[src/hw/rtl/pcmx_pkg.sv]
// Shared types, constants and the pan gain table for the PCM sample mixer.
// Used by every module under hw/rtl; depends on nothing.
package pcmx_pkg;

	localparam int CHANNELS_DEF   = 16;
	localparam int ADDR_BITS_DEF  = 20;

	localparam int CLOCK_HZ       = 4000000;
	localparam int CLOCK_DIV      = 166;
	// floor(floor(d*HZ/DIV)/rate) == floor(d*(HZ/2) / ((DIV/2)*rate))
	localparam int STEP_NUM       = CLOCK_HZ / 2;
	localparam int STEP_DEN       = CLOCK_DIV / 2;
	localparam int NUM_W          = 37;
	localparam int DEN_W          = 25;

	localparam int RATE_W         = 18;
	localparam int VSHIFT_W       = 4;
	localparam int ROMSZ_W        = 24;
	localparam int CFG_W          = 24;

	localparam logic [RATE_W-1:0]  RATE_RST  = 18'd44100;
	localparam logic [ROMSZ_W-1:0] ROMSZ_RST = 24'd1048576;

	localparam logic [1:0] CFG_RATE   = 2'd0;
	localparam logic [1:0] CFG_VSHIFT = 2'd1;
	localparam logic [1:0] CFG_ROMSZ  = 2'd2;

	localparam logic [1:0] FUNC_WRITE = 2'd0;
	localparam logic [1:0] FUNC_TICK  = 2'd1;
	localparam logic [1:0] FUNC_LOAD  = 2'd2;

	localparam logic [2:0] REG_BANK  = 3'd0;
	localparam logic [2:0] REG_START = 3'd1;
	localparam logic [2:0] REG_PITCH = 3'd2;
	localparam logic [2:0] REG_LOOP  = 3'd4;
	localparam logic [2:0] REG_END   = 3'd5;
	localparam logic [2:0] REG_VOL   = 3'd6;

	typedef enum logic [2:0] {
		OP_BANK, OP_START, OP_PITCH, OP_STEP, OP_LOOP, OP_END, OP_VOL, OP_PAN
	} op_t;

	typedef struct packed {
		logic        en;
		op_t         op;
		logic [3:0]  ch;
		logic [31:0] data;
	} wr_t;

	typedef struct packed {
		logic [1:0]  key;
		logic [6:0]  bank;
		logic [15:0] start;
		logic [15:0] stop;
		logic [15:0] loop;
		logic [31:0] pos;
		logic [31:0] step;
		logic [15:0] vol;
		logic [5:0]  pan;
		logic        pan_set;
		logic [7:0]  nxt;
		logic [15:0] pstart;
	} chan_t;

	function automatic logic [8:0] pan_gain(input logic [5:0] idx);
		logic [8:0] g;
		case (idx)
			6'd0: g = 9'd0;     6'd1: g = 9'd45;    6'd2: g = 9'd64;    6'd3: g = 9'd78;
			6'd4: g = 9'd90;    6'd5: g = 9'd101;   6'd6: g = 9'd110;   6'd7: g = 9'd119;
			6'd8: g = 9'd128;   6'd9: g = 9'd135;   6'd10: g = 9'd143;  6'd11: g = 9'd150;
			6'd12: g = 9'd156;  6'd13: g = 9'd163;  6'd14: g = 9'd169;  6'd15: g = 9'd175;
			6'd16: g = 9'd181;  6'd17: g = 9'd186;  6'd18: g = 9'd191;  6'd19: g = 9'd197;
			6'd20: g = 9'd202;  6'd21: g = 9'd207;  6'd22: g = 9'd212;  6'd23: g = 9'd217;
			6'd24: g = 9'd221;  6'd25: g = 9'd226;  6'd26: g = 9'd230;  6'd27: g = 9'd235;
			6'd28: g = 9'd239;  6'd29: g = 9'd243;  6'd30: g = 9'd247;  6'd31: g = 9'd251;
			6'd32: g = 9'd256;
			default: g = 9'd0;
		endcase
		return g;
	endfunction

endpackage

[src/hw/rtl/pcmx_divider.sv]
// Restoring divider, one quotient bit per cycle, for the pitch step size.
// Depends on pcmx_pkg (NUM_W, DEN_W).
module pcmx_divider (
	input  logic                         clk,
	input  logic                         arst_n,
	input  logic                         start,
	input  logic [pcmx_pkg::NUM_W-1:0]   num,
	input  logic [pcmx_pkg::DEN_W-1:0]   den,
	output logic                         done,
	output logic [31:0]                  quo
);

	localparam int NW = pcmx_pkg::NUM_W;
	localparam int DW = pcmx_pkg::DEN_W;
	localparam int CW = $clog2(NW + 1);

	logic [DW-1:0] rem_q;
	logic [NW-1:0] q_q;
	logic [DW-1:0] den_q;
	logic [CW-1:0] cnt_q;
	logic          busy_q;
	logic          done_q;
	logic [DW:0]   trial;
	logic          fit;

	assign trial = {rem_q, q_q[NW-1]};
	assign fit   = trial >= {1'b0, den_q};
	assign done  = done_q;
	assign quo   = q_q[31:0];

	always_ff @(posedge clk or negedge arst_n) begin
		if (!arst_n) begin
			busy_q <= 1'b0;
			done_q <= 1'b0;
			cnt_q  <= '0;
		end else begin
			done_q <= 1'b0;
			if (start) begin
				busy_q <= 1'b1;
				cnt_q  <= '0;
			end else if (busy_q) begin
				cnt_q <= cnt_q + 1'b1;
				if (cnt_q == CW'(NW - 1)) begin
					busy_q <= 1'b0;
					done_q <= 1'b1;
				end
			end
		end
	end

	always_ff @(posedge clk) begin
		if (start) begin
			rem_q <= '0;
			q_q   <= num;
			den_q <= den;
		end else if (busy_q) begin
			rem_q <= fit ? DW'(trial - {1'b0, den_q}) : trial[DW-1:0];
			q_q   <= {q_q[NW-2:0], fit};
		end
	end

endmodule

[config.mk]
export PLATFORM = sky130hd
export DESIGN_NAME = pcmx_divider
export DESIGN_NICKNAME = d
export VERILOG_FILES = /design/src/hw/rtl/pcmx_pkg.sv /design/src/hw/rtl/pcmx_divider.sv
export SDC_FILE = /design/constraint.sdc
export NUM_CORES = 1
export LEC_CHECK = 0
export ABC_AREA = 1
export BUFFER_PORTS_ARGS = -buffer_cell sky130_fd_sc_hd__buf_4
export CORE_MARGIN = 3
export CORE_UTILIZATION = 40
export CTS_CLUSTER_SIZE = 10
export DETAILED_ROUTE_END_ITERATION = 6
export SYNTH_ARGS = -nofsm -noshare
export SYNTH_HDL_FRONTEND = slang
export SYNTH_SLANG_ARGS = --single-unit
[constraint.sdc]
create_clock -name clk -period 2.5 [get_ports clk]
set_clock_uncertainty 0.1 [all_clocks]
set_input_delay 0.25 -clock clk [delete_from_list [all_inputs] [get_ports clk]]
set_output_delay 0.25 -clock clk [all_outputs]
set_load 0.01 [all_outputs]
==> results.sh <==
export IMPL_grt_max_degree=50
export IMPL_pwr_share_seq=0.320
export IMPL_cts_root_buf="clkbuf_16"
export IMPL_core_mm2=0.0148
export IMPL_rows=44
export IMPL_synth_area_mm2=0.00613
export IMPL_p_per_area_mw_per_mm2=908
export IMPL_fin_ws_ps=236
export IMPL_post_cts_buffers=0
export IMPL_pwr_share_clk=0.198
export IMPL_cp_end_kind="register"
export IMPL_ys_ff_latch=95
export IMPL_pwr_share_comb=0.482
export IMPL_grt_util_all_layers=0.176
export IMPL_dpl_hpwl_um=10200
export IMPL_synth_distinct_cells=38
export IMPL_die_w_um=130
export IMPL_maxSlewHeadroom=0.584
export IMPL_syn_area_per_cell_um2=7.24
export IMPL_antenna_cells=0
export IMPL_startpoint_type="register"
export IMPL_clkLatencyLatePin_ps=350
export IMPL_async_reset_ff_frac=0.0842
export IMPL_clockBufferDepth=2
export IMPL_synth_nets=939
export IMPL_drtAntennaViolNets=0
export IMPL_yosys_area_top_type="edfxtp_1"
export IMPL_holdPathStages=3
export IMPL_ios=98
export IMPL_die_y_um=130
export IMPL_setup_tns_final_ps=0
export IMPL_h_tree_depth=3
export IMPL_wl_um=13800
export IMPL_cp_data_required_time_ps=2650
export IMPL_critical_path_class="reg -> reg"
export IMPL_period_share=0.905
export IMPL_arrival_ps=2410
export IMPL_yosys_warnings=0
export IMPL_hold_viol=0
export IMPL_synth_cells=846
export IMPL_finalSetupViolCount=0
export IMPL_net_switching_power_w=0.00280
export IMPL_synth_area_leaders="edfxtp_1, nand2_1, inv_1"
export IMPL_synth_edf_count=62
export IMPL_gp_congestion=0.875
export IMPL_wl_per_cell_um=12.2
export IMPL_min_path_type="in -> reg"
export IMPL_worstMarginPinSlew_ps=624
export IMPL_max_cap_violations=0
export IMPL_p_int_w=0.00390
export IMPL_fmax_ghz=0.442
export IMPL_dp_worst_setup_slack_ps=171
export IMPL_overflow=0
export IMPL_path_max_fanout=4
export IMPL_switching_share=0.417
export IMPL_cts_made_buffers=9
export IMPL_final_min_clock_period_ps=2260
export IMPL_maxSlewViolCount=0
export IMPL_drc=0
export IMPL_antenna_found_initial=0
export IMPL_drt_iter0_markers=278
export IMPL_clkTransAtPathRegs_ps=70
export IMPL_clkSinkCount=95
export IMPL_nets=1033
export IMPL_syn_to_final_growth_pct=20.4
export IMPL_portBuffers=97
export IMPL_synthFlopType="edfxtp_1"
export IMPL_firstDrtPassIters=5
export IMPL_yosysSeqAreaShare=0.418
export IMPL_grt_pass1_vias=5178
export IMPL_outcome="finished, final reports clean"
export IMPL_drive_gt1_frac=0.152
export IMPL_yosysTopAreaCellShare=0.304
export IMPL_reg2reg_depth=16
export IMPL_start_util=0.415
export IMPL_vias=5178
export IMPL_p_leak_nw=3.95
export IMPL_peakVddDrop_mv=0.410
export IMPL_utilization=0.500
export IMPL_tritoncts="yes"
export IMPL_grt_setup_unrepaired="false"
export IMPL_die_area_mm2=0.0168
export IMPL_grt_pass1_wl_um=23900
export IMPL_viasPerCell=4.59
[cells in the mapped netlist, drive strengths merged (7+ instances only)]
master / number
a21oi: 20
dfrtp: 8
edfxtp: 62
nand3: 69
xnor2: 9
nand4: 9
o21ai: 18
clkbuf: 10
nand2: 336
dfxtp: 25
nor2: 44
nor3: 7
nand3b: 7
buf: 40
inv: 146
ha: 27
[state kept, by name (all words and copies together), names as in the netlist]
register / cells
rem_q: 25
done: 1
den_q: 25
cnt_q: 6
busy_q: 1
q_q: 37
[worst max-delay path, cell delays in order, from the launching register on]
cell and delay, ps:
edfxtp_1 360, inv_1 80, ha_1 150, inv_1 60, fa_1 430, nand2_1 100, nand3_1 90, nand3_1 90
nand2_1 180, nand2_1 140, nand2_1 60, nand2_1 50, nand2_1 60, inv_1 60, nand2_1 40, nand3_1 70
nand2_1 40
[power by group through the flow]
stage | Combinational [W] | Sequential (W) | Clock, W
2_1_floorplan | 0.00253 | 0.00213 | 0
3_3_place_gp | 0.00317 | 0.00218 | 0
3_5_place_dp | 0.00320 | 0.00217 | 0
4_1_cts | 0.00325 | 0.00215 | 0.00138
5_1_grt | 0.00374 | 0.00218 | 0.00144
6_report | 0.00323 | 0.00215 | 0.00133
[stage by stage]
step | hold WS (ps) | instances | power [W] | instance area (µm²)
2_1_floorplan | -146 | 846 | 0.00466 | 6130
3_3_place_gp | -22.6 | 1087 | 0.00535 | 6830
3_5_place_dp | -26.2 | 1087 | 0.00537 | 6830
4_1_cts | 44.5 | 1129 | 0.00677 | 7370
5_1_grt | 51.7 | 1129 | 0.00736 | 7370
6_report | 57.9 | 1129 | 0.00670 | 7370
[area by class of cell]
cell class / instances / area [µm²]
clock buffer: 9 / 225
clock inverter: 7 / 56.3
fill: 1485 / 7380
inverter: 147 / 552
multi-input combinational: 554 / 2680
sequential: 95 / 2560
tap: 184 / 230
timing repair buffer: 133 / 1070
[placed cells by master (no fill, tap or decap), types with 6 or more instances in the layout]
cell type and n:
nand4_1 9, dfrtp_1 8, nand3b_1 6, nor2_1 38, clkbuf_16 9, nand3_1 65
edfxtp_1 62, nand2_1 330, nor3_1 6, ha_1 27, xnor2_1 9, o21ai_0 9
dfxtp_1 25, dlygate4sd3_1 26, inv_1 144, a21oi_1 18, buf_4 106, o21ai_1 9
[path summary, 6_finish.rpt]
path | endpoint | slack [ps] | startpoint
setup / recovery | rem_q[16]$_SDFFE_PP0P_ | 240 | q_q[36]$_DFFE_PP_
min in group asynchronous | cnt_q[3]$_DFFE_PN0P_ | 160 | arst_n
max in group asynchronous | cnt_q[1]$_DFFE_PN0P_ | 2010 | arst_n
hold / removal | q_q[12]$_DFFE_PP_ | 60 | num[12]
hold reg to reg | rem_q[16]$_SDFFE_PP0P_ | 370 | rem_q[16]$_SDFFE_PP0P_
setup reg to reg | rem_q[16]$_SDFFE_PP0P_ | 240 | q_q[36]$_DFFE_PP_
[kinds of logic (layout without fill, tap and decap cells)]
logic type	after synthesis	after routing	share of synthesized area
AOI/OAI and AO/OA	41	41	0.0357
xor gates and xnor gates	10	10	0.0143
adders and majority gates	28	28	0.0584
buffers and inverters	197	296	0.144
DFF	95	95	0.418
and+or+nand+nor	475	475	0.329
[repair_timing]
action / 4_1_cts / 5_1_grt
setup endpoints to repair: 0 / 11
gates resized for setup: 0 / 1
hold endpoints to repair: 33 / 0
hold buffers: 26 / 0
[routing by layer]
| layer | share of wire | vias up | global-route usage |
|---|---|---|---|
| met5 | 0 | - | 0 |
| met4 | 0.012 | 0 | 0.0391 |
| met3 | 0.063 | 14 | 0.0528 |
| met2 | 0.46 | 112 | 0.285 |
| met1 | 0.47 | 2273 | 0.234 |
| li1 | - | 2779 | - |
Power figures use the tool's default switching activity.
