## src/hw/rtl/pcmx_pkg.sv

```systemverilog
// Shared types, constants and the pan gain table for the PCM sample mixer.
// Used by every module under hw/rtl; depends on nothing.
package pcmx_pkg;

	localparam int CHANNELS_DEF   = 16;
	localparam int ADDR_BITS_DEF  = 20;

	localparam int CLOCK_HZ       = 4000000;
	localparam int CLOCK_DIV      = 166;
	// floor(floor(d*HZ/DIV)/rate) == floor(d*(HZ/2) / ((DIV/2)*rate))
	localparam int STEP_NUM       = CLOCK_HZ / 2;
	localparam int STEP_DEN       = CLOCK_DIV / 2;
	localparam int NUM_W          = 37;
	localparam int DEN_W          = 25;

	localparam int RATE_W         = 18;
	localparam int VSHIFT_W       = 4;
	localparam int ROMSZ_W        = 24;
	localparam int CFG_W          = 24;

	localparam logic [RATE_W-1:0]  RATE_RST  = 18'd44100;
	localparam logic [ROMSZ_W-1:0] ROMSZ_RST = 24'd1048576;

	localparam logic [1:0] CFG_RATE   = 2'd0;
	localparam logic [1:0] CFG_VSHIFT = 2'd1;
	localparam logic [1:0] CFG_ROMSZ  = 2'd2;

	localparam logic [1:0] FUNC_WRITE = 2'd0;
	localparam logic [1:0] FUNC_TICK  = 2'd1;
	localparam logic [1:0] FUNC_LOAD  = 2'd2;

	localparam logic [2:0] REG_BANK  = 3'd0;
	localparam logic [2:0] REG_START = 3'd1;
	localparam logic [2:0] REG_PITCH = 3'd2;
	localparam logic [2:0] REG_LOOP  = 3'd4;
	localparam logic [2:0] REG_END   = 3'd5;
	localparam logic [2:0] REG_VOL   = 3'd6;

	typedef enum logic [2:0] {
		OP_BANK, OP_START, OP_PITCH, OP_STEP, OP_LOOP, OP_END, OP_VOL, OP_PAN
	} op_t;

	typedef struct packed {
		logic        en;
		op_t         op;
		logic [3:0]  ch;
		logic [31:0] data;
	} wr_t;

	typedef struct packed {
		logic [1:0]  key;
		logic [6:0]  bank;
		logic [15:0] start;
		logic [15:0] stop;
		logic [15:0] loop;
		logic [31:0] pos;
		logic [31:0] step;
		logic [15:0] vol;
		logic [5:0]  pan;
		logic        pan_set;
		logic [7:0]  nxt;
		logic [15:0] pstart;
	} chan_t;

	function automatic logic [8:0] pan_gain(input logic [5:0] idx);
		logic [8:0] g;
		case (idx)
			6'd0: g = 9'd0;     6'd1: g = 9'd45;    6'd2: g = 9'd64;    6'd3: g = 9'd78;
			6'd4: g = 9'd90;    6'd5: g = 9'd101;   6'd6: g = 9'd110;   6'd7: g = 9'd119;
			6'd8: g = 9'd128;   6'd9: g = 9'd135;   6'd10: g = 9'd143;  6'd11: g = 9'd150;
			6'd12: g = 9'd156;  6'd13: g = 9'd163;  6'd14: g = 9'd169;  6'd15: g = 9'd175;
			6'd16: g = 9'd181;  6'd17: g = 9'd186;  6'd18: g = 9'd191;  6'd19: g = 9'd197;
			6'd20: g = 9'd202;  6'd21: g = 9'd207;  6'd22: g = 9'd212;  6'd23: g = 9'd217;
			6'd24: g = 9'd221;  6'd25: g = 9'd226;  6'd26: g = 9'd230;  6'd27: g = 9'd235;
			6'd28: g = 9'd239;  6'd29: g = 9'd243;  6'd30: g = 9'd247;  6'd31: g = 9'd251;
			6'd32: g = 9'd256;
			default: g = 9'd0;
		endcase
		return g;
	endfunction

endpackage

```

## src/hw/rtl/pcmx_cell.sv

```systemverilog
// One channel cell of the rotating state ring.
// Depends on pcmx_pkg (chan_t, wr_t, op_t).
module pcmx_cell #(
	parameter logic [3:0] IDX = 4'd0
) (
	input  logic            clk,
	input  logic            arst_n,
	input  logic            shift_en,
	input  pcmx_pkg::chan_t shift_in,
	input  pcmx_pkg::wr_t   wr,
	output pcmx_pkg::chan_t state
);

	pcmx_pkg::chan_t st_q;

	assign state = st_q;

	always_ff @(posedge clk or negedge arst_n) begin
		if (!arst_n) begin
			st_q <= '0;
		end else if (shift_en) begin
			st_q <= shift_in;
		end else if (wr.en && wr.ch == IDX) begin
			case (wr.op)
				pcmx_pkg::OP_BANK:  st_q.bank  <= wr.data[6:0];
				pcmx_pkg::OP_START: st_q.start <= wr.data[15:0];
				pcmx_pkg::OP_PITCH: begin
					if (wr.data[15:0] == 16'd0) st_q.key <= 2'd0;
				end
				pcmx_pkg::OP_STEP:  st_q.step  <= wr.data;
				pcmx_pkg::OP_LOOP:  st_q.loop  <= wr.data[15:0];
				pcmx_pkg::OP_END:   st_q.stop  <= wr.data[15:0];
				pcmx_pkg::OP_VOL: begin
					st_q.vol <= wr.data[15:0];
					if (wr.data[15:0] == 16'd0) begin
						st_q.key <= 2'd0;
					end else if (st_q.key == 2'd0) begin
						// key on: latch start, jump there on the next tick
						st_q.pstart <= st_q.start;
						st_q.pos    <= 32'd0;
						st_q.key    <= 2'd3;
					end
				end
				pcmx_pkg::OP_PAN: begin
					st_q.pan     <= wr.data[5:0];
					st_q.pan_set <= 1'b1;
				end
				default: ;
			endcase
		end
	end

endmodule

```

## config.mk

```make
export PLATFORM = sky130hd
export DESIGN_NAME = pcmx_cell
export DESIGN_NICKNAME = d
export VERILOG_FILES = /design/src/hw/rtl/pcmx_pkg.sv /design/src/hw/rtl/pcmx_cell.sv
export SDC_FILE = /design/constraint.sdc
export NUM_CORES = 1
export LEC_CHECK = 0
export ABC_AREA = 1
export BUFFER_PORTS_ARGS = -buffer_cell sky130_fd_sc_hd__buf_4
export CELL_PAD_IN_SITES_DETAIL_PLACEMENT = 1
export CELL_PAD_IN_SITES_GLOBAL_PLACEMENT = 1
export CORE_MARGIN = 2
export CORE_UTILIZATION = 33
export CTS_BUF_LIST = sky130_fd_sc_hd__clkbuf_2
export DETAILED_ROUTE_END_ITERATION = 10
export PLACE_DENSITY_LB_ADDON = 0.1
export SLEW_MARGIN = 10
export SYNTH_ARGS = -nofsm -noshare
export SYNTH_HDL_FRONTEND = slang
export SYNTH_SLANG_ARGS = --single-unit
```

## constraint.sdc

```tcl
create_clock -name clk -period 1.4 [get_ports clk]
set_input_delay 0.28 -clock clk [delete_from_list [all_inputs] [get_ports clk]]
set_output_delay 0.28 -clock clk [all_outputs]
set_load 0.005 [all_outputs]
```

==> reports/results.ini, run 1 <==
[outcome]
status=aborted with a tool error
firstError=[ERROR GRT-0232] Routing congestion too high. Check the congestion heatmap in the GUI.
lastStage=global routing (5_1_grt)

[placed_design]
hpwl_um=23100
port_buffers=378
dpl.cell_count=1541
place_congestion=0.841

[global_route]
grt_max_degree=93
track_usage_pct=68.9
grt.overflow.total=4
antenna_found_initial=6

[sta]
postGrtWorstEndpoint=state[74]
worstEpCategory=output port

[die]
initial_core_util_pct=33.9
die_w_um=154
num_rows=54
io_pins=379
fp.dieH_um=154

[synth]
post-synth-top-area-fraction_pct=56.5
syn_nets=1087
yosysSeqAreaShare_pct=56.5
synth_seq_cells=168
synth.distinct_cells=25
yosysTopAreaCell=dfrtp_1
synth_cells=876
ys_warn_count=0
syn_area_per_cell_um2=8.49
synth_area_um2=7440
synthTopCellsByArea=dfrtp_1, nand2_1, nand3_1

[cts]
htreeDepth=4
cts_buffers=17
cts_sinks=168
cts_root_buffer=clkbuf_2
clock_path_buffers=2

timing repair:
item / 4_1_cts
gates resized for setup: 169
hold endpoints to repair: 336
hold buffers: 263
buffers inserted: 50
setup endpoints to repair: 168
layer usage:
layer  global-route usage [%]  overflow
met2                     92.9         1
met4                     79.4         3
met1                     67.2         0
met3                     42.1         0
met5                     2.48         0
synth_stat cells:
cell type  number
a22oi_1         9
a31oi_1         1
clkbuf_1       22
nand3_2         1
o311ai_1        1
buf_2          19
nor2_1         53
buf_6           3
nand4_1         3
inv_1          22
o211ai_1       23
nand3_4         1
o21a_1         16
buf_1           9
nand2_2         4
nand2_1       292
o22ai_1         4
dfrtp_1       168
buf_4           4
inv_2           2
nor2_2          4
nand3_1        74
o21ai_1        15
o21ai_0        66
a21oi_1        60
stage by stage:
| stage | area [um^2] | hold WS [ps] | setup slack [ps] |
|---|---|---|---|
| global placement | 11100 | 166 | -230 |
| detailed placement | 11100 | 165 | -320 |
| CTS | 15000 | 1.19 | -346 |
| floorplan | 7440 | -15.6 | 145 |
kinds of logic after synthesis:
family,after synthesis,share of synthesized area (%)
AND/OR/NAND/NOR,432,23.7
AO/OA/AOI/OAI,195,14.9
flip-flops,168,56.5
buffers and inverters,81,4.91
==> run 2: changes to the inputs <==
- CELL_PAD_IN_SITES_DETAIL_PLACEMENT: 1 -> not set
- CELL_PAD_IN_SITES_GLOBAL_PLACEMENT: 1 -> not set
- CORE_AREA: not set -> 2 2 148 150
- CORE_MARGIN: 2 -> not set
- CORE_UTILIZATION: 33 -> not set
- CTS_BUF_LIST: sky130_fd_sc_hd__clkbuf_2 -> not set
- DIE_AREA: not set -> 0 0 150 152
- PLACE_DENSITY_LB_ADDON: 0.1 -> 0.15
==> reports/results.ini, run 2 <==
[critical_path]
crit_fanout=3
cpMaxStageDelayCell=dfrtp_1
cp.buffers_inverters=1
crit_path_start_kind=flip-flop
crit_type=reg2out
r2r_end=state[3]
r2r_cells=5
crit_path_end_kind=primary output
path_cells=buf_4
reg2reg_from=state[167]
cpPeakStageDelay_ps=440
cp.arrival_ps=1020
r2r_slack_ps=170
cp_data_required_time_ps=1120
cpLargestDelayFamily=flip-flops

[hold_path]
hold_depth=3
hold_class=in2reg
min_from=shift_in[97]
hold_end=state[97]

[sta]
clock_skew_ps=5.57
setup-violations-final=0
slew_headroom_pct=41.2
finalMaxSlewViolations=0
finalCritPeriodShare_pct=92.6
final-hold-violation-count=0
max_clock_freq_ghz=0.771
worst_slew_pin_slew_ps=878
rsz0062_at_grt=no
fin_crit_ps=1300

[final_layout]
drive_gt1_share_pct=38.0
final_common_cell=buf_4
final_nets=1500
final_cell_mix=buf_4, nand2_1, dfrtp_1
fillers=2063
finish.utilization_pct=55.0
largest_reg_flops=168
synthToLayoutAreaGrowth_pct=57.8
diodes=0

[pwr]
switching_power_w=0.00373
power_density_nw_per_um2=1140
p_leak_nw=6.10
p_sw_share_pct=27.8
seqPwrFrac_pct=42.6
power.internal_w=0.00966
power_w=0.0134
ir_drop_v=0.000728
clockPowerShare_pct=36.9
pwr-share-comb_pct=20.5

[synth]
syn_nets=1087  ; unchanged
ys.flop_type=dfrtp_1
synthTopCellsByArea=dfrtp_1, nand2_1, nand3_1
yosysTopAreaCell=dfrtp_1
post-synth-top-area-fraction_pct=56.5  ; unchanged
synth_area_um2=7440  ; unchanged
synth_cells=876  ; unchanged
ys_async_sr_fraction_pct=100  ; unchanged
synth_seq_cells=168  ; unchanged
synth.top_cells.by_count=nand2_1, dfrtp_1, nand3_1
synth_edf_count=0  ; unchanged
yosysSeqAreaShare_pct=56.5  ; unchanged
ys_warn_count=0  ; unchanged
synth.distinct_cells=25  ; unchanged
syn_area_per_cell_um2=8.49  ; unchanged
yosys.cell_count.top_type=nand2_1

[global_route]
grt_pass1_wl_um=42700
grt_pass1_vias=7511
grt_max_degree=65
track_usage_pct=24.3
grt.overflow.total=0
antenna_found_initial=0

[placed_design]
port_buffers=378  ; unchanged
place_congestion=0.833  ; -1.0%
hpwl_um=21200  ; -8.0%

[run]
maxCapViolations=0

[die]
num_rows=54  ; unchanged
core_area_um2=21400
io_pins=379  ; unchanged
die_w_um=150  ; -2.7%
initial_core_util_pct=34.8  ; +0.96 points
fp.dieH_um=152  ; -1.4%
die-area_um2=22800

[cts]
clock_path_buffers=2  ; unchanged
path_clk_slew_ps=70
cts_root_buffer=clkbuf_16
cts_setup_buffers=0  ; -100%
cts_sinks=168  ; unchanged
cts_buffers=17  ; unchanged
htreeDepth=4  ; unchanged
cts_tree=yes
clock_latency_ps=420

[route]
drcViolationCount=0
ant_nets=0
viasPerCell=4.80
drt_iter0_markers=298
routed_wl_um=27800
vias=7593
firstDrtPassIters=5
routedWlPerCell_um=17.6

[outcome]
status=completed

-- run 2: cell counts after synthesis --
Identical to the previous run, type by type.
-- run 2: area by class of cell --
class / instances / area, um^2 / area share (%)
Clock buffer: 18 / 439 / 3.74
Multi-Input combinational cell: 627 / 2880 / 24.5
Tap cell: 280 / 350 / 2.99
Inverter: 24 / 92.6 / 0.789
Timing Repair Buffer: 451 / 3600 / 30.6
Sequential cell: 168 / 4200 / 35.8
Clock inverter: 14 / 174 / 1.48
-- run 2: how the worst max path moves through the flow --
stage                    start         end  cells past startpoint
floorplan               wr[35]   state[64]                      8
global placement        wr[15]   state[13]                     10
detailed placement      wr[15]    state[4]                     10
CTS                 state[144]  state[144]                      1
global route        state[166]    state[3]                      5
finish              state[144]  state[144]                      1
-- run 2: stage by stage --
stage	hold slack, ps	area [um^2]	TNS, ps	std cells	worst slack, ps
after global placement	195	11100	-14760	1549	-266
final	55.3	11700	0	1582	103
after detailed placement	190	11100	-17810	1549	-321
after global routing	45.7	11700	0	1582	30.9
after floorplan	-15.6	7440	0	876	145
after CTS	36.4	11700	0	1582	83.0
-- run 2: cell families (layout without fill, tap and decap cells) --
kind of cell    Yosys count  in the layout  share of synthesized area, %
flops                   168            168                          56.5
compound gates          195            195                          14.9
buf+inv                  81            507                          4.91
simple gates            432            432                          23.7
-- run 2: routing by layer --
metal	vias up	global-route usage [%]	wire [um]
met5	-	0	0
met4	0	5.62	370
met3	19	7.42	2360
met2	290	40.0	13500
met1	3537	31.6	11600
li1	3747	-	-
-- run 2: worst reg2reg max path: stages, from the launching register on --
cell and delay (ps):
dfrtp_1 400, nor2_1 190, nand3_2 170, buf_4 220, nand3_1 90, nand2_1 50
-- run 2: power groups by stage --
| stage | clock network (W) | logic, W | registers, W |
|---|---|---|---|
| after floorplan | 0 | 0.000831 | 0.00579 |
| after detailed placement | 0 | 0.00278 | 0.00579 |
| after global placement | 0 | 0.00275 | 0.00578 |
| after global routing | 0.00528 | 0.00303 | 0.00577 |
| final | 0.00494 | 0.00274 | 0.00571 |
| after CTS | 0.00505 | 0.00278 | 0.00571 |
-- run 2: timing repair --
action / 4_1_cts / 5_1_grt
endpoints found under the hold margin: 19 / 0
gates resized for setup: 0 / 1
hold buffers: 1 / 0
setup endpoints to repair: 0 / 16
(Power assumes the default switching activity.)
==> run 3: changes to the inputs <==
- MAX_ROUTING_LAYER: not set -> met4
==> reports/results.ini, run 3 (synthesis results as in run 2) <==
[final_layout]
largest_reg_flops=168  ; unchanged
final_cell_mix=buf_4, nand2_1, dfrtp_1
stdcell_count=1582  ; unchanged
fillers=2063  ; unchanged
finish.utilization_pct=55.0  ; unchanged
synthToLayoutAreaGrowth_pct=57.8  ; unchanged
drive_gt1_share_pct=38.0  ; unchanged
final_common_cell=buf_4
diodes=0  ; unchanged
final_nets=1500  ; unchanged

[sta]
clock_skew_ps=5.09  ; -0.475 ps
fin_crit_ps=1300  ; -0.506 ps
final-hold-violation-count=0  ; unchanged
worst_slew_pin_slew_ps=878  ; -0.344 ps
slew_headroom_pct=41.3  ; about the same
finalMaxSlewViolations=0  ; unchanged
fin_setup_tns_ps=0  ; unchanged
rsz0062_at_grt=no
max_clock_freq_ghz=0.772  ; about the same
setup-violations-final=0  ; unchanged
finalCritPeriodShare_pct=92.6  ; about the same
hold_ws_ps=55.7  ; +0.405 ps

[route]
routedWlPerCell_um=17.6  ; about the same
routed_wl_um=27800  ; about the same
vias=7607  ; +0.18%
firstDrtPassIters=5  ; unchanged
ant_nets=0  ; unchanged
viasPerCell=4.81  ; +0.18%
drcViolationCount=0  ; unchanged
drt_iter0_markers=287  ; -3.7%

[die]
initial_core_util_pct=34.8  ; unchanged
fp.dieH_um=152  ; unchanged
die-area_um2=22800  ; unchanged
io_pins=379  ; unchanged
die_w_um=150  ; unchanged
num_rows=54  ; unchanged
core_area_um2=21400  ; unchanged

[global_route]
grt_pass1_wl_um=42500  ; -0.32%
antenna_found_initial=0  ; unchanged
track_usage_pct=25.1  ; +0.72 points
grt_pass1_vias=7543  ; +0.43%
grt_max_degree=65  ; unchanged
grt.overflow.total=0  ; unchanged

[pwr]
power_density_nw_per_um2=1140  ; about the same
ir_drop_v=0.000728  ; about the same
power_w=0.0134  ; about the same
p_leak_nw=6.10  ; unchanged

[placed_design]
dpl.cell_count=1549  ; unchanged
port_buffers=378  ; unchanged
hpwl_um=21200  ; unchanged
place_congestion=0.846  ; +1.5%

[cts]
cts_sinks=168  ; unchanged
cts_buffers=17  ; unchanged
clock_path_buffers=2  ; unchanged
path_clk_slew_ps=70  ; about the same
cts_root_buffer=clkbuf_16
htreeDepth=4  ; unchanged
cts_setup_buffers=0  ; unchanged
clock_latency_ps=420  ; about the same
cts_tree=yes

[critical_path]
crit_path_end_kind=primary output
crit_type=reg2out
crit_path_start_kind=flip-flop
cp.buffers_inverters=1  ; unchanged
cp_data_required_time_ps=1120  ; about the same
crit_fanout=3  ; unchanged
r2r_slack_ps=160  ; about the same
cpLargestDelayFamily=flip-flops
cpPeakStageDelay_ps=440  ; about the same
cpMaxStageDelayCell=dfrtp_1
path_cells=buf_4
cp.arrival_ps=1020  ; about the same

[run]
maxCapViolations=0  ; unchanged

[hold_path]
hold_class=in2reg

[outcome]
status=completed

## run 3: power breakdown
part	total [W]	leakage (nW)	internal, W	switching (W)
Combinational	0.00274	3.75	0.00152	0.00122
Sequential	0.00571	2.05	0.00537	0.000338
Clock	0.00494	0.301	0.00277	0.00218
Total	0.0134	6.10	0.00966	0.00373
## run 3: per-layer routing
metal	part of all wire, %	track usage, %
met4	1.5	6.38
met1	42	32.1
met3	7.9	6.25
met5	0	-
met2	48	39.8
## run 3: timing repair
action,CTS,global route
hold endpoints to repair,19,0
gates resized for setup,0,1
hold buffers,1,0
endpoints found under the setup margin,0,16
## run 3: per-stage QoR
| stage | instance area, um^2 | setup WS [ps] |
|---|---|---|
| 6_report | 11700 | 104 |
| 4_1_cts | 11700 | 83.0 |
| 2_1_floorplan | 7440 | 145 |
| 5_1_grt | 11700 | 30.6 |
| 3_5_place_dp | 11100 | -321 |
| 3_3_place_gp | 11100 | -266 |
## run 3: worst paths after layout
check	from	depth (start not counted)	to
max	state[144]	1	state[144]
min	shift_in[97]	3	state[97]
max reg2reg	state[167]	5	state[3]
min reg2reg	state[21]	2	state[21]
max in group asynchronous	arst_n	3	state[130]
min in group asynchronous	arst_n	2	state[97]
## run 3: cell type report
type / instances / area (um^2) / share of cell area [%]
sequential: 168 / 4200 / 35.8
timing repair buffer: 451 / 3600 / 30.6
multi-input combinational: 627 / 2880 / 24.5
clock buffer: 18 / 439 / 3.74
tap: 280 / 350 / 2.99
clock inverter: 14 / 174 / 1.48
inverter: 24 / 92.6 / 0.789
==> run 4: changes to the inputs <==
- RECOVER_POWER: not set -> 100
==> reports/results.ini, run 4 (synthesis results as in run 2) <==
[global_route]
grt.overflow.total=0  ; unchanged
grt_max_degree=65  ; unchanged
antenna_found_initial=0  ; unchanged
track_usage_pct=25.1  ; unchanged
grt_pass1_wl_um=42500  ; unchanged
grt_pass1_vias=7543  ; unchanged

[final_layout]
final_nets=1500  ; unchanged
diodes=0  ; unchanged
final_cell_mix=nand2_1, buf_4, dfrtp_1
finish.utilization_pct=53.3  ; -1.6 points
regArea_um2=4200  ; unchanged
largest_reg_flops=168  ; unchanged
synthToLayoutAreaGrowth_pct=53.0
drive_gt1_share_pct=32.7  ; -5.3 points
multiInputGateArea_um2=2860  ; -0.48%
fillers=2155  ; +4.5%
post-route-cell-area_um2=11400  ; -3.0%
final_common_cell=nand2_1

[hold_path]
hold_class=in2reg
hold_depth=3  ; unchanged
min_from=shift_in[97]
hold_end=state[97]

[cts]
cts_sinks=168  ; unchanged
cts_root_buffer=clkbuf_16
clock_path_buffers=2  ; unchanged
cts_tree=yes
clock_latency_ps=420  ; about the same
htreeDepth=4  ; unchanged
cts_buffers=17  ; unchanged
path_clk_slew_ps=70  ; about the same

[route]
routed_wl_um=27700  ; -0.41%
ant_nets=0  ; unchanged
drt_iter0_markers=310  ; +8.0%
viasPerCell=4.84  ; +0.59%
drcViolationCount=0  ; unchanged
firstDrtPassIters=5  ; unchanged
routedWlPerCell_um=17.5  ; -0.41%
vias=7652  ; +0.59%

[critical_path]
crit_type=reg2out
r2r_slack_ps=170  ; about the same
crit_fanout=3  ; unchanged
path_cells=clkbuf_1
cp.arrival_ps=1020  ; about the same
cp.buffers_inverters=1  ; unchanged
r2r_cells=5  ; unchanged
cp_data_required_time_ps=1120  ; about the same
reg2reg_from=state[167]
r2r_end=state[3]
cpPeakStageDelay_ps=400  ; -40 ps
crit_path_end_kind=primary output
cpMaxStageDelayCell=dfrtp_1
crit_path_start_kind=flip-flop
cpLargestDelayFamily=flip-flops

[die]
die_w_um=150  ; unchanged
io_pins=379  ; unchanged
die-area_um2=22800  ; unchanged
num_rows=54  ; unchanged
core_area_um2=21400  ; unchanged
initial_core_util_pct=34.8  ; unchanged
fp.dieH_um=152  ; unchanged

[placed_design]
place_congestion=0.846  ; unchanged
port_buffers=378  ; unchanged
dpl_cell_area_um2=11100  ; unchanged
hpwl_um=21200  ; unchanged

[outcome]
status=completed

[sta]
fin_crit_ps=1300  ; -0.977 ps
finalCritPeriodShare_pct=92.5  ; about the same
slew_headroom_pct=41.1  ; -0.12 points
setup-violations-final=0  ; unchanged
max_clock_freq_ghz=0.772  ; about the same
rsz0062_at_grt=no
hold_ws_ps=53.9  ; -1.83 ps
finalMaxSlewViolations=0  ; unchanged
final-hold-violation-count=0  ; unchanged
clock_skew_ps=5.35  ; +0.257 ps
worst_slew_pin_slew_ps=880  ; +1.72 ps

[run]
maxCapViolations=0  ; unchanged

[pwr]
ir_drop_v=0.000731  ; +0.40%
power_density_nw_per_um2=1150  ; +1.1%
p_leak_nw=5.79  ; -5.1%

run 4: cell count changes in the layout (fill, tap and decap cells not counted), moves of 3 or more:
cell | before | now
buf_12 | 16 | 10
clkbuf_1 | 0 | 62
o21ai_1 | 15 | 3
o21ai_0 | 66 | 78
clkbuf_4 | 0 | 114
buf_4 | 432 | 251
buf_2 | 0 | 3
clkbuf_2 | 0 | 6
run 4: worst reg2reg max path: stages (launching register included):
cell     delay (ps)
dfrtp_1         400
nor2_1          190
nand3_2         170
buf_4           220
nand3_1          90
nand2_1          50
run 4: per-stage QoR:
step	setup WS [ps]	total power, W	cells	setup TNS [ps]
global placement	-266	0.00854	1549	-14760
detailed placement	-321	0.00857	1549	-17810
global route	24.3	0.0138	1582	0
finish	105	0.0131	1582	0
CTS	83.0	0.0135	1582	0
floorplan	145	0.00662	876	0
run 4: how the worst max path moves through the flow:
stage                       to  cells after the start       start
global placement     state[13]                     10      wr[15]
global route         state[83]                      5    shift_en
detailed placement    state[4]                     10      wr[15]
finish              state[154]                      1  state[154]
floorplan            state[64]                      8      wr[35]
CTS                 state[144]                      1  state[144]
run 4: repair_timing:
item                                    4_1_cts  5_1_grt
setup buffers                                 0        0
resized for setup                             0        1
hold endpoints to repair                     19        0
endpoints found under the setup margin        0       16
hold buffers                                  1        0
run 4: report_power, final:
group	switching, W	leakage [nW]	internal [W]
Combinational	0.00121	3.44	0.00130
Clock	0.00216	0.301	0.00277
Sequential	0.000323	2.05	0.00537
Total	0.00369	5.79	0.00944
run 4: final cells by class:
class	instances	area share, %
Sequential cell	168	36.9
Tap cell	280	3.08
Multi-Input combinational cell	627	25.2
Clock buffer	18	3.86
Timing Repair Buffer	451	28.6
Inverter	24	0.814
Clock inverter	14	1.53
run 4: layer usage:
layer / track usage, % / up-vias / part of all wire (%)
li1: - / 3744 / -
met1: 32.1 / 3562 / 42
met2: 39.8 / 316 / 48
met3: 6.25 / 30 / 8.1
met4: 6.38 / 0 / 1.8
met5: - / - / 0
